[config.mk]
export PLATFORM = sky130hd
export DESIGN_NAME = mbc1_bank_address_mapper_unit
export DESIGN_NICKNAME = d
export VERILOG_FILES = /design/src/rtl/mbc1_pkg.sv /design/src/rtl/mbc1_map.sv /design/src/rtl/mbc1_bank_address_mapper_unit.sv
export SDC_FILE = /design/constraint.sdc
export NUM_CORES = 1
export LEC_CHECK = 0
export ABC_AREA = 0
export BUFFER_PORTS_ARGS = -buffer_cell sky130_fd_sc_hd__buf_2
export CAP_MARGIN = 20
export CORE_UTILIZATION = 50
export CTS_CLUSTER_DIAMETER = 40
export DETAILED_ROUTE_END_ITERATION = 10
export PLACE_DENSITY = 0.85
export SKIP_CTS_REPAIR_TIMING = 1
export SYNTH_ARGS = -nofsm -noshare
export SYNTH_HDL_FRONTEND = slang
export SYNTH_HIERARCHICAL = 1
export SYNTH_SLANG_ARGS = --single-unit
[constraint.sdc]
create_clock -name clk -period 3.3 [get_ports clk]
set_input_delay 0.165 -clock clk [delete_from_list [all_inputs] [get_ports clk]]
set_output_delay 0.165 -clock clk [all_outputs]
set_load 0.005 [all_outputs]
[src/rtl/mbc1_pkg.sv]
// Shared types and constants for the MBC1 bank address mapper.
// Used by mbc1_map and by the top level mbc1_bank_address_mapper_unit; no other dependencies.
`default_nettype none

package mbc1_pkg;

	// Field widths fixed by the cartridge bus and the configuration registers.
	localparam int BUS_ADDR_W = 16;
	localparam int BYTE_W     = 8;
	localparam int MEM_ADDR_W = 21;
	localparam int ROM_SIZE_W = 24;
	localparam int RAM_SIZE_W = 18;
	localparam int ROM_BANK_W = 7;
	localparam int RAM_BANK_W = 2;
	localparam int RAM_OFF_W  = 15;

	// The value in the low nibble that enables cartridge RAM.
	localparam logic [3:0] RAM_ENABLE_KEY = 4'hA;

	// Result targets.
	typedef enum logic [1:0] {
		TGT_NONE = 2'd0,
		TGT_ROM  = 2'd1,
		TGT_RAM  = 2'd2
	} target_t;

	// Controller register regions, selected by bus address bits 14:13 in the ROM window.
	typedef enum logic [1:0] {
		CTL_RAM_ENABLE = 2'd0,
		CTL_ROM_BANK   = 2'd1,
		CTL_UPPER_BITS = 2'd2,
		CTL_MODE       = 2'd3
	} ctl_region_t;

	// Configuration register indexes on the APB port.
	typedef enum logic [1:0] {
		REG_MBC1_PRESENT = 2'd0,
		REG_ROM_SIZE     = 2'd1,
		REG_RAM_SIZE     = 2'd2,
		REG_UNUSED       = 2'd3
	} reg_index_t;

	// One bus access.
	typedef struct packed {
		logic                  action;
		logic [BUS_ADDR_W-1:0] bus_address;
		logic [BYTE_W-1:0]     bus_data;
	} item_t;

	// One translated result.
	typedef struct packed {
		target_t               target;
		logic [MEM_ADDR_W-1:0] mem_address;
		logic                  ram_write;
		logic [BYTE_W-1:0]     write_byte;
	} result_t;

	// Static cartridge configuration.
	typedef struct packed {
		logic                  mbc1_present;
		logic [ROM_SIZE_W-1:0] rom_size_bytes;
		logic [RAM_SIZE_W-1:0] ram_size_bytes;
	} cfg_t;

	// Bank controller state written by controller writes.
	typedef struct packed {
		logic [ROM_BANK_W-1:0] rom_page;
		logic [RAM_BANK_W-1:0] ram_page;
		logic                  ram_enable;
		logic                  upper_to_rom_mode;
	} bank_state_t;

endpackage

`default_nettype wire

[src/rtl/mbc1_map.sv]
// Combinational decode of one bus access: controller update and address translation.
// Depends on mbc1_pkg for the item, result, configuration and state types.
`default_nettype none

module mbc1_map (
	input  mbc1_pkg::item_t       item,
	input  mbc1_pkg::cfg_t        cfg,
	input  mbc1_pkg::bank_state_t state,
	output mbc1_pkg::result_t     result,
	output mbc1_pkg::bank_state_t next_state
);

	logic [mbc1_pkg::ROM_BANK_W-1:0] rom_page_eff;
	logic [mbc1_pkg::MEM_ADDR_W-1:0] rom_phys;
	logic [mbc1_pkg::RAM_OFF_W-1:0]  ram_off;
	logic [4:0]                      low_bank;
	logic                            ram_ok;

	// Upper ROM window bank, with a zero low bank read as bank one.
	always_comb begin
		rom_page_eff = state.rom_page;
		if (state.rom_page[4:0] == 5'd0) begin
			rom_page_eff[0] = 1'b1;
		end
	end

	// Physical ROM address for a read in the ROM window.
	always_comb begin
		if (!cfg.mbc1_present) begin
			rom_phys = {6'd0, item.bus_address[14:0]};
		end else if (!item.bus_address[14]) begin
			if (state.upper_to_rom_mode) begin
				rom_phys = {7'd0, item.bus_address[13:0]};
			end else begin
				rom_phys = {state.rom_page[6:5], 5'd0, item.bus_address[13:0]};
			end
		end else begin
			rom_phys = {rom_page_eff, item.bus_address[13:0]};
		end
	end

	// RAM offset and its permission check.
	assign ram_off = {state.ram_page, item.bus_address[12:0]};
	assign ram_ok  = state.ram_enable
		&& ({3'd0, ram_off} < cfg.ram_size_bytes)
		&& !(item.action && !cfg.mbc1_present);

	assign low_bank = (item.bus_data[4:0] == 5'd0) ? 5'd1 : item.bus_data[4:0];

	// Result selection and controller register update.
	always_comb begin
		result      = '0;
		result.target = mbc1_pkg::TGT_NONE;
		next_state  = state;
		if (!item.bus_address[15]) begin
			if (item.action) begin
				if (cfg.mbc1_present) begin
					unique case (mbc1_pkg::ctl_region_t'(item.bus_address[14:13]))
						mbc1_pkg::CTL_RAM_ENABLE: begin
							next_state.ram_enable = (item.bus_data[3:0] == mbc1_pkg::RAM_ENABLE_KEY);
						end
						mbc1_pkg::CTL_ROM_BANK: begin
							next_state.rom_page[4:0] = low_bank;
						end
						mbc1_pkg::CTL_UPPER_BITS: begin
							if (state.upper_to_rom_mode) begin
								next_state.rom_page[6:5] = item.bus_data[1:0];
							end else begin
								next_state.ram_page = item.bus_data[1:0];
							end
						end
						mbc1_pkg::CTL_MODE: begin
							next_state.upper_to_rom_mode = item.bus_data[0];
						end
						default: begin
							next_state = state;
						end
					endcase
				end
			end else if ({3'd0, rom_phys} < cfg.rom_size_bytes) begin
				result.target      = mbc1_pkg::TGT_ROM;
				result.mem_address = rom_phys;
			end
		end else if (item.bus_address[15:13] == 3'b101 && ram_ok) begin
			result.target      = mbc1_pkg::TGT_RAM;
			result.mem_address = {6'd0, ram_off};
			if (item.action) begin
				result.ram_write  = 1'b1;
				result.write_byte = item.bus_data;
			end
		end
	end

endmodule

`default_nettype wire

[src/rtl/mbc1_bank_address_mapper_unit.sv]
// Top level of the MBC1 bank address mapper: APB registers, input and result stages.
// Depends on mbc1_pkg and instantiates mbc1_map.
//
// Use: each CPU access to the cartridge ROM window (0000-7FFF) or external RAM
// window (A000-BFFF) is offered as one beat on the input channel (in_valid,
// in_ready; action, bus_address, bus_data). Every beat yields exactly one result
// beat on the output channel (out_valid, out_ready; target, mem_address,
// ram_write, write_byte). Writes to the ROM window on an MBC1 cartridge update
// the bank registers and report target none.
// From acceptance, the access sits in the input register and is then decoded into
// the result register, which offers it on the output channel. Throughput is one
// beat per cycle while the receiver does not stall; the bank registers update as an access
// leaves the input register, so the next access already sees the new banks.
// When the receiver stalls, the result register holds its beat and the input
// register takes one more beat before in_ready falls.
// The APB port holds mbc1_present at 0x0, rom_size_bytes at 0x4 and ram_size_bytes
// at 0x8. Write it only while the block is idle; the block does not enforce this.
// Reset clears both stages, the bank registers and RAM enable, and returns the
// configuration to flat ROM of 32 KiB with no RAM.
`default_nettype none

module mbc1_bank_address_mapper_unit (
	input  logic                             clk,
	input  logic                             arst_n,
	// Configuration port
	input  logic                             psel,
	input  logic                             penable,
	input  logic                             pwrite,
	input  logic [3:0]                       paddr,
	input  logic [31:0]                      pwdata,
	output logic [31:0]                      prdata,
	output logic                             pready,
	// Input channel
	input  logic                             in_valid,
	output logic                             in_ready,
	input  logic                             action,
	input  logic [mbc1_pkg::BUS_ADDR_W-1:0]  bus_address,
	input  logic [mbc1_pkg::BYTE_W-1:0]      bus_data,
	// Output channel
	output logic                             out_valid,
	input  logic                             out_ready,
	output logic [1:0]                       target,
	output logic [mbc1_pkg::MEM_ADDR_W-1:0]  mem_address,
	output logic                             ram_write,
	output logic [mbc1_pkg::BYTE_W-1:0]      write_byte
);

	mbc1_pkg::cfg_t        cfg_q;
	mbc1_pkg::bank_state_t bank_q;
	mbc1_pkg::bank_state_t bank_next;
	mbc1_pkg::item_t       item_s1;
	mbc1_pkg::result_t     res_comb;
	mbc1_pkg::result_t     res_s2;
	logic                  valid_s1;
	logic                  valid_s2;
	logic                  adv_s1;
	logic                  cfg_wr;
	mbc1_pkg::reg_index_t  reg_idx;

	// APB register file.
	assign pready  = 1'b1;
	assign cfg_wr  = psel && penable && pwrite;
	assign reg_idx = mbc1_pkg::reg_index_t'(paddr[3:2]);

	always_ff @(posedge clk or negedge arst_n) begin
		if (!arst_n) begin
			cfg_q.mbc1_present   <= 1'b0;
			cfg_q.rom_size_bytes <= 24'd32768;
			cfg_q.ram_size_bytes <= '0;
		end else if (cfg_wr) begin
			unique case (reg_idx)
				mbc1_pkg::REG_MBC1_PRESENT: cfg_q.mbc1_present   <= pwdata[0];
				mbc1_pkg::REG_ROM_SIZE:     cfg_q.rom_size_bytes <= pwdata[mbc1_pkg::ROM_SIZE_W-1:0];
				mbc1_pkg::REG_RAM_SIZE:     cfg_q.ram_size_bytes <= pwdata[mbc1_pkg::RAM_SIZE_W-1:0];
				default: begin
				end
			endcase
		end
	end

	// Register read-back.
	always_comb begin
		unique case (reg_idx)
			mbc1_pkg::REG_MBC1_PRESENT: prdata = {31'd0, cfg_q.mbc1_present};
			mbc1_pkg::REG_ROM_SIZE:     prdata = {8'd0, cfg_q.rom_size_bytes};
			mbc1_pkg::REG_RAM_SIZE:     prdata = {14'd0, cfg_q.ram_size_bytes};
			default:                    prdata = '0;
		endcase
	end

	// Stage handshakes: the input register moves on whenever the result register is free.
	assign adv_s1   = valid_s1 && (!valid_s2 || out_ready);
	assign in_ready = !valid_s1 || adv_s1;

	always_ff @(posedge clk or negedge arst_n) begin
		if (!arst_n) begin
			valid_s1 <= 1'b0;
		end else if (in_ready) begin
			valid_s1 <= in_valid;
		end
	end

	always_ff @(posedge clk) begin
		if (in_ready && in_valid) begin
			item_s1.action      <= action;
			item_s1.bus_address <= bus_address;
			item_s1.bus_data    <= bus_data;
		end
	end

	// Decode of the access held in the input register.
	mbc1_map u_map (
		.item       (item_s1),
		.cfg        (cfg_q),
		.state      (bank_q),
		.result     (res_comb),
		.next_state (bank_next)
	);

	// Bank controller state, updated as each access leaves the input register.
	always_ff @(posedge clk or negedge arst_n) begin
		if (!arst_n) begin
			bank_q <= '0;
		end else if (adv_s1) begin
			bank_q <= bank_next;
		end
	end

	// Result register.
	always_ff @(posedge clk or negedge arst_n) begin
		if (!arst_n) begin
			valid_s2 <= 1'b0;
		end else if (!valid_s2 || out_ready) begin
			valid_s2 <= valid_s1;
		end
	end

	always_ff @(posedge clk) begin
		if (adv_s1) begin
			res_s2 <= res_comb;
		end
	end

	assign out_valid   = valid_s2;
	assign target      = res_s2.target;
	assign mem_address = res_s2.mem_address;
	assign ram_write   = res_s2.ram_write;
	assign write_byte  = res_s2.write_byte;

`ifndef SYNTHESIS
	// A RAM store is only ever issued towards cartridge RAM.
	a_write_is_ram: assert property (@(posedge clk) disable iff (!arst_n)
		out_valid && ram_write |-> res_s2.target == mbc1_pkg::TGT_RAM)
		else $error("RAM write issued without RAM target");

	// An access that selects nothing carries an all-zero payload.
	a_none_is_zero: assert property (@(posedge clk) disable iff (!arst_n)
		out_valid && res_s2.target == mbc1_pkg::TGT_NONE |->
		mem_address == '0 && !ram_write && write_byte == '0)
		else $error("Open-bus result with non-zero payload");

	// A RAM address always lies inside the fitted RAM.
	a_ram_in_range: assert property (@(posedge clk) disable iff (!arst_n)
		out_valid && res_s2.target == mbc1_pkg::TGT_RAM |->
		{3'd0, mem_address[mbc1_pkg::RAM_OFF_W-1:0]} < cfg_q.ram_size_bytes)
		else $error("RAM address beyond configured size");

	// The input side stalls only when both stages are full and the receiver is stalling.
	a_stall_when_full: assert property (@(posedge clk) disable iff (!arst_n)
		!in_ready |-> valid_s1 && valid_s2 && !out_ready)
		else $error("Input stalled with room in the pipeline");

	// Bank state changes only as an access leaves the input register.
	a_bank_hold: assert property (@(posedge clk) disable iff (!arst_n)
		!adv_s1 |=> $stable(bank_q))
		else $error("Bank state changed without an access");
`endif

endmodule

`default_nettype wire

==> impl_metrics.csv, run 1 <==
group,metric,value,unit
die,start_util,52.2,%
drt,via_per_inst,5.75,
worst_setup_path,crit_fanout,22,
synthesis,synth_top_area_share,29.6,%
cells_and_area,area_delta_synth_final,28.6,%
die,fp.dieW,110,µm
cells_and_area,diodes,0,
timing,tightest_slew,1000,ps
drt,wire_per_inst,19.1,µm
drt,top_layer_used,"met4",
cells_and_area,nFillCells,776,
timing,period_share,95.6,%
drt,drt-initial-drc-count,306,
timing,finalSetupViolations,0,
global_route,grt_overflow_total,0,
global_route,antenna_found_initial,0,
synthesis,netlist-cell-type-count,53,
timing,whs,-1.50,ps
place,dpl_cell_area,6470,µm²
status,violations,"negative hold slack",
cells_and_area,fin_area,7440,µm²
synthesis,synthesis.area,5790,µm²
timing,relSlewSlack,33.1,%
clock_network,clk_latency,410,ps
synthesis,ys_ff_latch,113,
global_route,grt_pass1_wl,22.2,mm
cells_and_area,final_common_cell,"buf_2",
timing,clock.fmax,317,MHz
timing,finalCriticalPeriod,3150,ps
synthesis,ys_seq_area_share,53.8,%
clock_network,cts.path.max_buffers,2,
synthesis,synth-edff-count,57,
die,ioPinCount,135,
timing,rsz0062_at_grt,"false",
run,maxCapViolCount,0,
die,row_count,38,
worst_setup_path,cp-end-kind,"flip-flop",
status,status,"finished, violations left",
drt,finalWirelength,14.8,mm
synthesis,ys_async_sr_fraction,49.6,%
clock_network,h-tree-depth,4,
worst_setup_path,worstPathRequired,3400,ps
cells_and_area,drive_above_1_share,36.7,%
die,core_area,11100,µm²
global_route,grtUsageTotal,25.3,%
timing,hold_violations,1,
synthesis,synth_top_area_cell,"edfxtp_1",
drt,dr_wl_met3,1.11,mm
drt,remaining_drc_errors,0,
timing,clock_skew,9.80,ps
drt,met1_length,5.61,mm
power_and_ir_drop,leakagePower,3.36,nW
synthesis,ys_top_cells_by_area,"edfxtp_1 30%, dfrtp_1 24%, mux2_2 11%",
clock_network,root_buffer,"clkbuf_16",
clock_network,cts_tree,"built",
synthesis,syn-instance-count,460,
drt,ant_nets,0,
synthesis,ys_warn_count,6,
worst_hold_path,hp-class,"in2reg",
global_route,grt_pass1_vias,4406,
synthesis,syn-mean-instance-area,12.6,µm²
cells_and_area,layout.nets,724,
clock_network,clk_pin_slew,50,ps
place,hpwl,9.72,mm
cells_and_area,fin_util,67.2,%
worst_setup_path,criticalPathCategory,"reg2reg",
timing,slew_viol_final,0,
power_and_ir_drop,power,4.63,mW
place,place.gp.congestion,0.822,
worst_hold_path,hp-start,"pwdata[14]",
cells_and_area,layout_common_cells,"115 x buf_2, 59 x mux2_2, 57 x edfxtp_1",
clock_network,cts_buffers,17,
global_route,grt_max_degree,45,
worst_setup_path,startpoint,"bank_q[0]",
power_and_ir_drop,ir_worst_vdd,0.345,mV
drt,drt-pass1-iter-count,5,
die,die_area,12000,µm²
synthesis,synthFlopType,"edfxtp_1",
clock_network,clock-sinks,113,
worst_setup_path,critPathLaunchType,"flip-flop",
worst_setup_path,timing.rr.start,"bank_q[0]",
power_and_ir_drop,p_per_area,622,nW/µm²
drt,wl_met2,7.69,mm
timing,setup_tns,0,ps
worst_setup_path,arrival,3260,ps
place,port_buffers,115,
die,fp.dieH,110,µm
drt,num_vias,4457,
cell families after synthesis:
logic type / Yosys count / synth area share, %
DFF: 113 / 53.8
AOI/OAI and AO/OA: 71 / 9.64
and+or+nand+nor: 111 / 11.2
muxes: 62 / 12.0
buffers and inverters: 67 / 5.79
other: 2 / 0.130
adders and majority gates: 34 / 7.35
worst max-delay path: stages (launching register included):
cell	delay [ps]
dfrtp_1	360
inv_1	80
o21ai_0	430
nor2_1	130
ha_1	300
or4b_4	500
nor4_4	360
nand2_2	100
o21ai_4	120
buf_4	290
o22ai_1	170
power breakdown:
part           internal (mW)  switching (mW)
Clock                   1.26           0.635
Combinational          0.425           0.431
Sequential              1.70           0.178
Total                   3.39            1.24
layer usage:
metal / vias up / global-route usage, %
li1: 2009 / -
met1: 2176 / 29.6
met2: 225 / 43.4
met3: 47 / 7.23
met4: 0 / 11.0
met5: - / 0
stage by stage:
stage	std cells	worst slack (ps)	hold slack [ps]
floorplan	467	550	-131
global placement	708	435	339
detailed placement	708	303	343
CTS	740	219	-80.4
global route	775	17.9	1.34
finish	775	145	-1.50
registers in the layout, summed over array words and instances, names as in the netlist:
signal and cells:
target 2, bank_q 11, mem_address 21, valid_s1 1, out_valid 1, item_s1 25, ram_write 1, write_byte 8
cfg_q 43
cells in the mapped netlist (5+ instances only):
cell type,n
mux2_2,59
edfxtp_1,57
dfrtp_1,55
inv_1,41
ha_1,34
nand2_1,28
a22o_1,17
nand3_1,16
nor3b_1,12
a21oi_1,11
nor2_1,11
o22ai_1,11
buf_4,10
o21ai_0,10
and2_1,7
buf_2,7
and3_1,6
a211oi_1,5
buf_6,5
nand2b_1,5
area by class of cell:
cell class / count / area, µm² / area share (%)
Inverter: 41 / 154 / 2.07
Tap cell: 140 / 175 / 2.35
Timing Repair Buffer: 162 / 1020 / 13.6
Sequential cell: 113 / 3110 / 41.8
Clock buffer: 24 / 524 / 7.04
Clock inverter: 8 / 95.1 / 1.28
Multi-Input combinational cell: 287 / 2360 / 31.8
final timing paths:
kind / end / slack, ps / cells after the start
max: mem_address[10] / 150 / 10
min: cfg_q[32] / -1 / 2
max reg2reg: mem_address[10] / 150 / 10
min reg2reg: bank_q[10] / 510 / 1
max in group asynchronous: bank_q[0] / 2040 / 3
min in group asynchronous: cfg_q[4] / 480 / 2
No activity file was read; power rests on OpenSTA's default activity.
==> run 2, diff against run 1 <==
- BUFFER_PORTS_ARGS: -buffer_cell sky130_fd_sc_hd__buf_2 -> default
- DONT_BUFFER_PORTS: default -> 1
- PLACE_DENSITY: 0.85 -> 0.75
==> run 2 against run 1 <==
The run now ends clean; count of clock-buffer cells in the layout shrank 4; via count shrank 13%; register-to-register slack gained 240 ps; fmax grew 8.3%; flip-flop and latch count is the same; combinational power shrank 15%; global-route usage shrank 2.6 points; non-clock buffer count shrank 99; critical path depth is the same; clock skew grew 5.3 ps; core utilization shrank 4.0 points; power shrank 5.4%; largest cell class unchanged; highest routed layer unchanged.
==> impl_metrics.csv, run 2 (synthesized netlist as in run 1, its figures left out) <==
group,metric,value,unit
status,status,"complete, no violations",
cells_and_area,largest_register,"cfg_q",
timing,relSlewSlack,50.8,%
worst_setup_path,criticalPathCategory,"reg2reg",
worst_hold_path,hp-class,"in2reg",
timing,period_share,88.3,%
power_and_ir_drop,leakagePower,2.91,nW
die,core_area,11100,µm²
worst_setup_path,arrival,3060,ps
timing,tightest_slew,738,ps
clock_network,clock-sinks,113,
place,place.gp.congestion,0.864,
global_route,grt_max_degree,57,
global_route,antenna_found_initial,0,
drt,finalWirelength,13.3,mm
die,fp.dieW,110,µm
cells_and_area,diodes,0,
clock_network,cts_buffers,17,
place,port_buffers,0,
cells_and_area,area_delta_synth_final,21.0,%
place,placed_cells,591,
timing,rsz0062_at_grt,"false",
power_and_ir_drop,p_per_area,626,nW/µm²
timing,setup_ws,387,ps
global_route,grt_overflow_total,0,
cells_and_area,final_common_cell,"mux2_2",
timing,clock_skew,15.1,ps
timing,clock.fmax,343,MHz
die,die_area,12000,µm²
timing,slew_viol_final,0,
power_and_ir_drop,ir_worst_vdd,0.396,mV
worst_setup_path,crit_chain,"inv_1 > o21ai_0 > nor2_1 > ha_1 > or4b_4 > nor4_4 > nand2_2 > o21ai_4 > buf_4 > o22ai_1",
worst_setup_path,slowest_stage,"or4b_4",
worst_setup_path,crit_fanout,22,
global_route,grt_pass1_vias,3692,
drt,wire_per_inst,19.6,µm
place,dp_worst_setup_slack,383,ps
cells_and_area,layout.nets,625,
run,maxCapViolCount,0,
cells_and_area,layout_common_cells,"59 x mux2_2, 57 x edfxtp_1, 55 x dfrtp_1",
power_and_ir_drop,power,4.38,mW
place,hpwl,8.84,mm
clock_network,h-tree-depth,4,
global_route,grt_pass1_wl,19.8,mm
timing,finalSetupViolations,0,
global_route,grtUsageTotal,22.7,%
timing,whs,17.8,ps
cells_and_area,largest_reg_flops,43,
cells_and_area,nFillCells,875,
clock_network,cts.path.max_buffers,2,
drt,drt-pass1-iter-count,4,
cells_and_area,layout.cells.non_filler,675,
drt,num_vias,3880,
drt,remaining_drc_errors,0,
timing,setup_tns,0,ps
die,fp.dieH,110,µm
timing,finalCriticalPeriod,2910,ps
clock_network,clk_pin_slew,50,ps
cells_and_area,drive_above_1_share,21.3,%
drt,ant_nets,0,
die,ioPinCount,135,
clock_network,cts_tree,"built",
worst_setup_path,cp-end-kind,"flip-flop",
drt,drt-initial-drc-count,193,
drt,via_per_inst,5.75,
worst_setup_path,worstPathRequired,3450,ps
die,row_count,38,
die,start_util,52.2,%
clock_network,clk_latency,420,ps
worst_setup_path,critPathLaunchType,"flip-flop",
worst_setup_path,slowest_delay,490,ps
timing,hold_violations,0,
clock_network,root_buffer,"clkbuf_16",
[run 2: final timing paths]
check                           start              to  slack [ps]  depth (start not counted)
min                         out_ready        valid_s1          20                          2
max in group asynchronous      arst_n       cfg_q[33]        2700                          2
min reg2reg                bank_q[10]      bank_q[10]         500                          1
max                         bank_q[0]  mem_address[0]         390                         10
min in group asynchronous      arst_n       bank_q[5]         270                          2
max reg2reg                 bank_q[0]  mem_address[0]         390                         10
[run 2: routing by layer]
layer  vias up  wire length [µm]  track usage (%)
met1      1915              5380             27.8
li1       1804                 -                -
met2       142              6740             36.6
met5         -                 0                0
met4         0               239             8.57
met3        19               896             8.42
[run 2: area by class of cell]
cell class | instances | area [µm²] | share of cell area, %
multi-input cells | 287 | 2360 | 33.8
inverters | 41 | 154 | 2.20
clock inverters | 11 | 114 | 1.63
well taps | 140 | 175 | 2.50
flip-flops and latches | 113 | 3110 | 44.5
repair buffers | 63 | 623 | 8.90
clock buffers | 20 | 457 | 6.52
[run 2: where the power goes]
group / internal, mW / switching, mW / total, mW
sequential: 1.71 / 0.180 / 1.89
combinational: 0.368 / 0.361 / 0.729
clock: 1.14 / 0.631 / 1.77
[run 2: worst max-delay path: cells and delay by family, from the launching register on]
family | cells | cell delay, ps
fa+ha+maj | 1 | 280
buf+inv | 2 | 350
flops | 1 | 350
simple gates | 4 | 1050
compound gates | 3 | 630
[run 2: stage by stage]
stage                     instance area [µm²]  util (%)
after floorplan                          5810         -
after CTS                                6450      58.3
after global routing                     7000      63.2
final                                    7000      63.2
after global placement                   5880      53.1
after detailed placement                 5880      53.1
==> run 3, diff against run 2 <==
- CORE_ASPECT_RATIO: default -> 0.7
==> run 3 against run 2 <==
Clock power is 2% lower; worst setup slack worse by 72 ps; first-iteration DRC count is 68% higher; flip-flop and latch count unchanged; non-clock buffer count up 1; via count rose by 1.1%; register-to-register slack got worse by 70 ps; die area about the same; core utilization decreased by 0.24 points; critical endpoint is now mem_address[17]; highest routed layer unchanged.
==> impl_metrics.csv, run 3 (synthesized netlist as in run 1, its figures left out) <==
group,metric,value,unit
drt,wl_met2,5.98,mm
clock_network,cts.path.max_buffers,2,
cells_and_area,layout.nets,626,
timing,relSlewSlack,46.1,%
drt,top_layer_used,"met4",
drt,dr_wl_met3,1.30,mm
power_and_ir_drop,ir_worst_vdd,0.408,mV
drt,wire_per_inst,20.1,µm
power_and_ir_drop,p_comb_share,17.2,%
worst_setup_path,cp-end-kind,"flip-flop",
power_and_ir_drop,seq_power_share,43.2,%
die,die_area,12000,µm²
worst_setup_path,ff2ff_path_depth,9,
cells_and_area,drive_above_1_share,21.6,%
power_and_ir_drop,clkPwrFrac,39.6,%
die,core_area,11100,µm²
place,port_buffers,0,
cells_and_area,final_common_cell,"mux2_2",
timing,finalSetupViolations,0,
worst_setup_path,startpoint,"cfg_q[42]",
timing,tightest_slew,797,ps
clock_network,clock-sinks,113,
die,fp.dieH,92.0,µm
drt,num_vias,3923,
clock_network,clk_latency,410,ps
power_and_ir_drop,p_per_area,625,nW/µm²
worst_setup_path,cp-endpoint,"mem_address[17]",
timing,finalCriticalPeriod,2990,ps
cells_and_area,largest_register,"cfg_q",
drt,via_per_inst,5.69,
timing,slew_viol_final,0,
timing,setup_tns,0,ps
global_route,grt_pass1_vias,3799,
cells_and_area,largest_reg_flops,43,
worst_setup_path,crit_chain,"o21ai_0 > buf_4 > nor2_1 > ha_1 > o21ai_0 > nor2_1 > o21bai_2 > nand2_1 > nor3b_1",
drt,remaining_drc_errors,0,
timing,rsz0062_at_grt,"false",
global_route,grt_max_degree,57,
worst_setup_path,timing.rr.start,"cfg_q[42]",
global_route,antenna_found_initial,0,
global_route,grt_overflow_total,0,
worst_setup_path,rrSetupSlack,310,ps
place,hpwl,9.62,mm
worst_setup_path,criticalPathCategory,"reg2reg",
worst_setup_path,arrival,3180,ps
worst_setup_path,slowest_delay,580,ps
clock_network,cts_tree,"built",
timing,period_share,90.5,%
clock_network,h-tree-depth,4,
timing,clock_skew,5.77,ps
clock_network,root_buffer,"clkbuf_16",
timing,hold_violations,0,
worst_setup_path,critPathLaunchType,"flip-flop",
power_and_ir_drop,leakagePower,2.91,nW
place,place.gp.congestion,0.880,
worst_hold_path,hp-class,"in2reg",
die,fp.dieW,131,µm
cells_and_area,diodes,0,
drt,ant_nets,0,
drt,drt-initial-drc-count,325,
worst_setup_path,crit_fanout,16,
power_and_ir_drop,p_switching,1.20,mW
cells_and_area,layout_common_cells,"59 x mux2_2, 57 x edfxtp_1, 55 x dfrtp_1",
die,start_util,52.0,%
drt,drt-pass1-iter-count,5,
status,status,"complete, no violations",
worst_setup_path,slowest_stage,"o21bai_2",
power_and_ir_drop,swShare,27.5,%
drt,met1_length,6.49,mm
power_and_ir_drop,p_int,3.17,mW
worst_setup_path,worstPathRequired,3500,ps
cells_and_area,fin_util,63.0,%
die,ioPinCount,135,
drt,finalWirelength,13.9,mm
die,row_count,32,
timing,clock.fmax,335,MHz
clock_network,clk_pin_slew,50,ps
global_route,grtUsageTotal,24.0,%
run,maxCapViolCount,0,
cells_and_area,area_delta_synth_final,21.1,%
clock_network,cts_buffers,17,
global_route,grt_pass1_wl,21.0,mm
worst_setup_path,rr_endpoint,"mem_address[17]",
[run 3: cell types whose count changed in the layout (fill, tap and decap cells not counted)]
cell        previous run  this run
clkinv_1               3         2
clkinv_2               2         6
clkinv_4               2         0
clkinvlp_4             2         3
clkbuf_1               1         2
clkbuf_8               2         0
buf_4                 10        11
[run 3: worst max-delay path: cells and delay by family (launching register included)]
family,cells,cell delay [ps]
and+or+nand+nor,4,920
AOI/OAI and AO/OA,3,840
buffers and inverters,1,180
adders and majority gates,1,270
DFF,1,550
[run 3: metal layers]
layer | GRT usage (%) | vias to the layer above
met5 | 0 | -
met3 | 9.45 | 17
li1 | - | 1804
met4 | 8.05 | 0
met2 | 34.0 | 178
met1 | 33.3 | 1924
[run 3: metrics by stage]
step	worst slack, ps	instance area (µm²)	hold WS, ps	std cells	total power [mW]
2_1_floorplan	550	5810	-131	467	2.38
4_1_cts	335	6460	-564	637	4.32
3_3_place_gp	418	5910	-129	605	2.52
6_report	315	7010	22.7	690	4.38
5_1_grt	136	7010	28.6	690	4.59
3_5_place_dp	347	5910	-129	605	2.58
[run 3: power by group through the flow]
| stage | clock (mW) | combinational [mW] | sequential (mW) |
|---|---|---|---|
| after global placement | 0 | 0.627 | 1.90 |
| after floorplan | 0 | 0.538 | 1.84 |
| after detailed placement | 0 | 0.662 | 1.92 |
| final | 1.73 | 0.752 | 1.89 |
| after CTS | 1.75 | 0.674 | 1.89 |
| after global routing | 1.83 | 0.831 | 1.92 |
[run 3: worst min path at each step]
stage | to | start | depth (start not counted) | slack [ps]
finish | valid_s1 | out_ready | 2 | 20
global route | cfg_q[42] | paddr[2] | 2 | 30
CTS | cfg_q[14] | arst_n | 0 | -560
floorplan | bank_q[0] | arst_n | 0 | -130
global placement | cfg_q[41] | arst_n | 0 | -130
detailed placement | cfg_q[38] | arst_n | 0 | -130
[run 3: final cells by class]
type,count,area [µm²]
tap,153,191
timing repair buffer,64,631
inverter,41,154
multi-input combinational,287,2360
clock inverter,13,120
sequential,113,3110
clock buffer,19,433
fill,861,4120
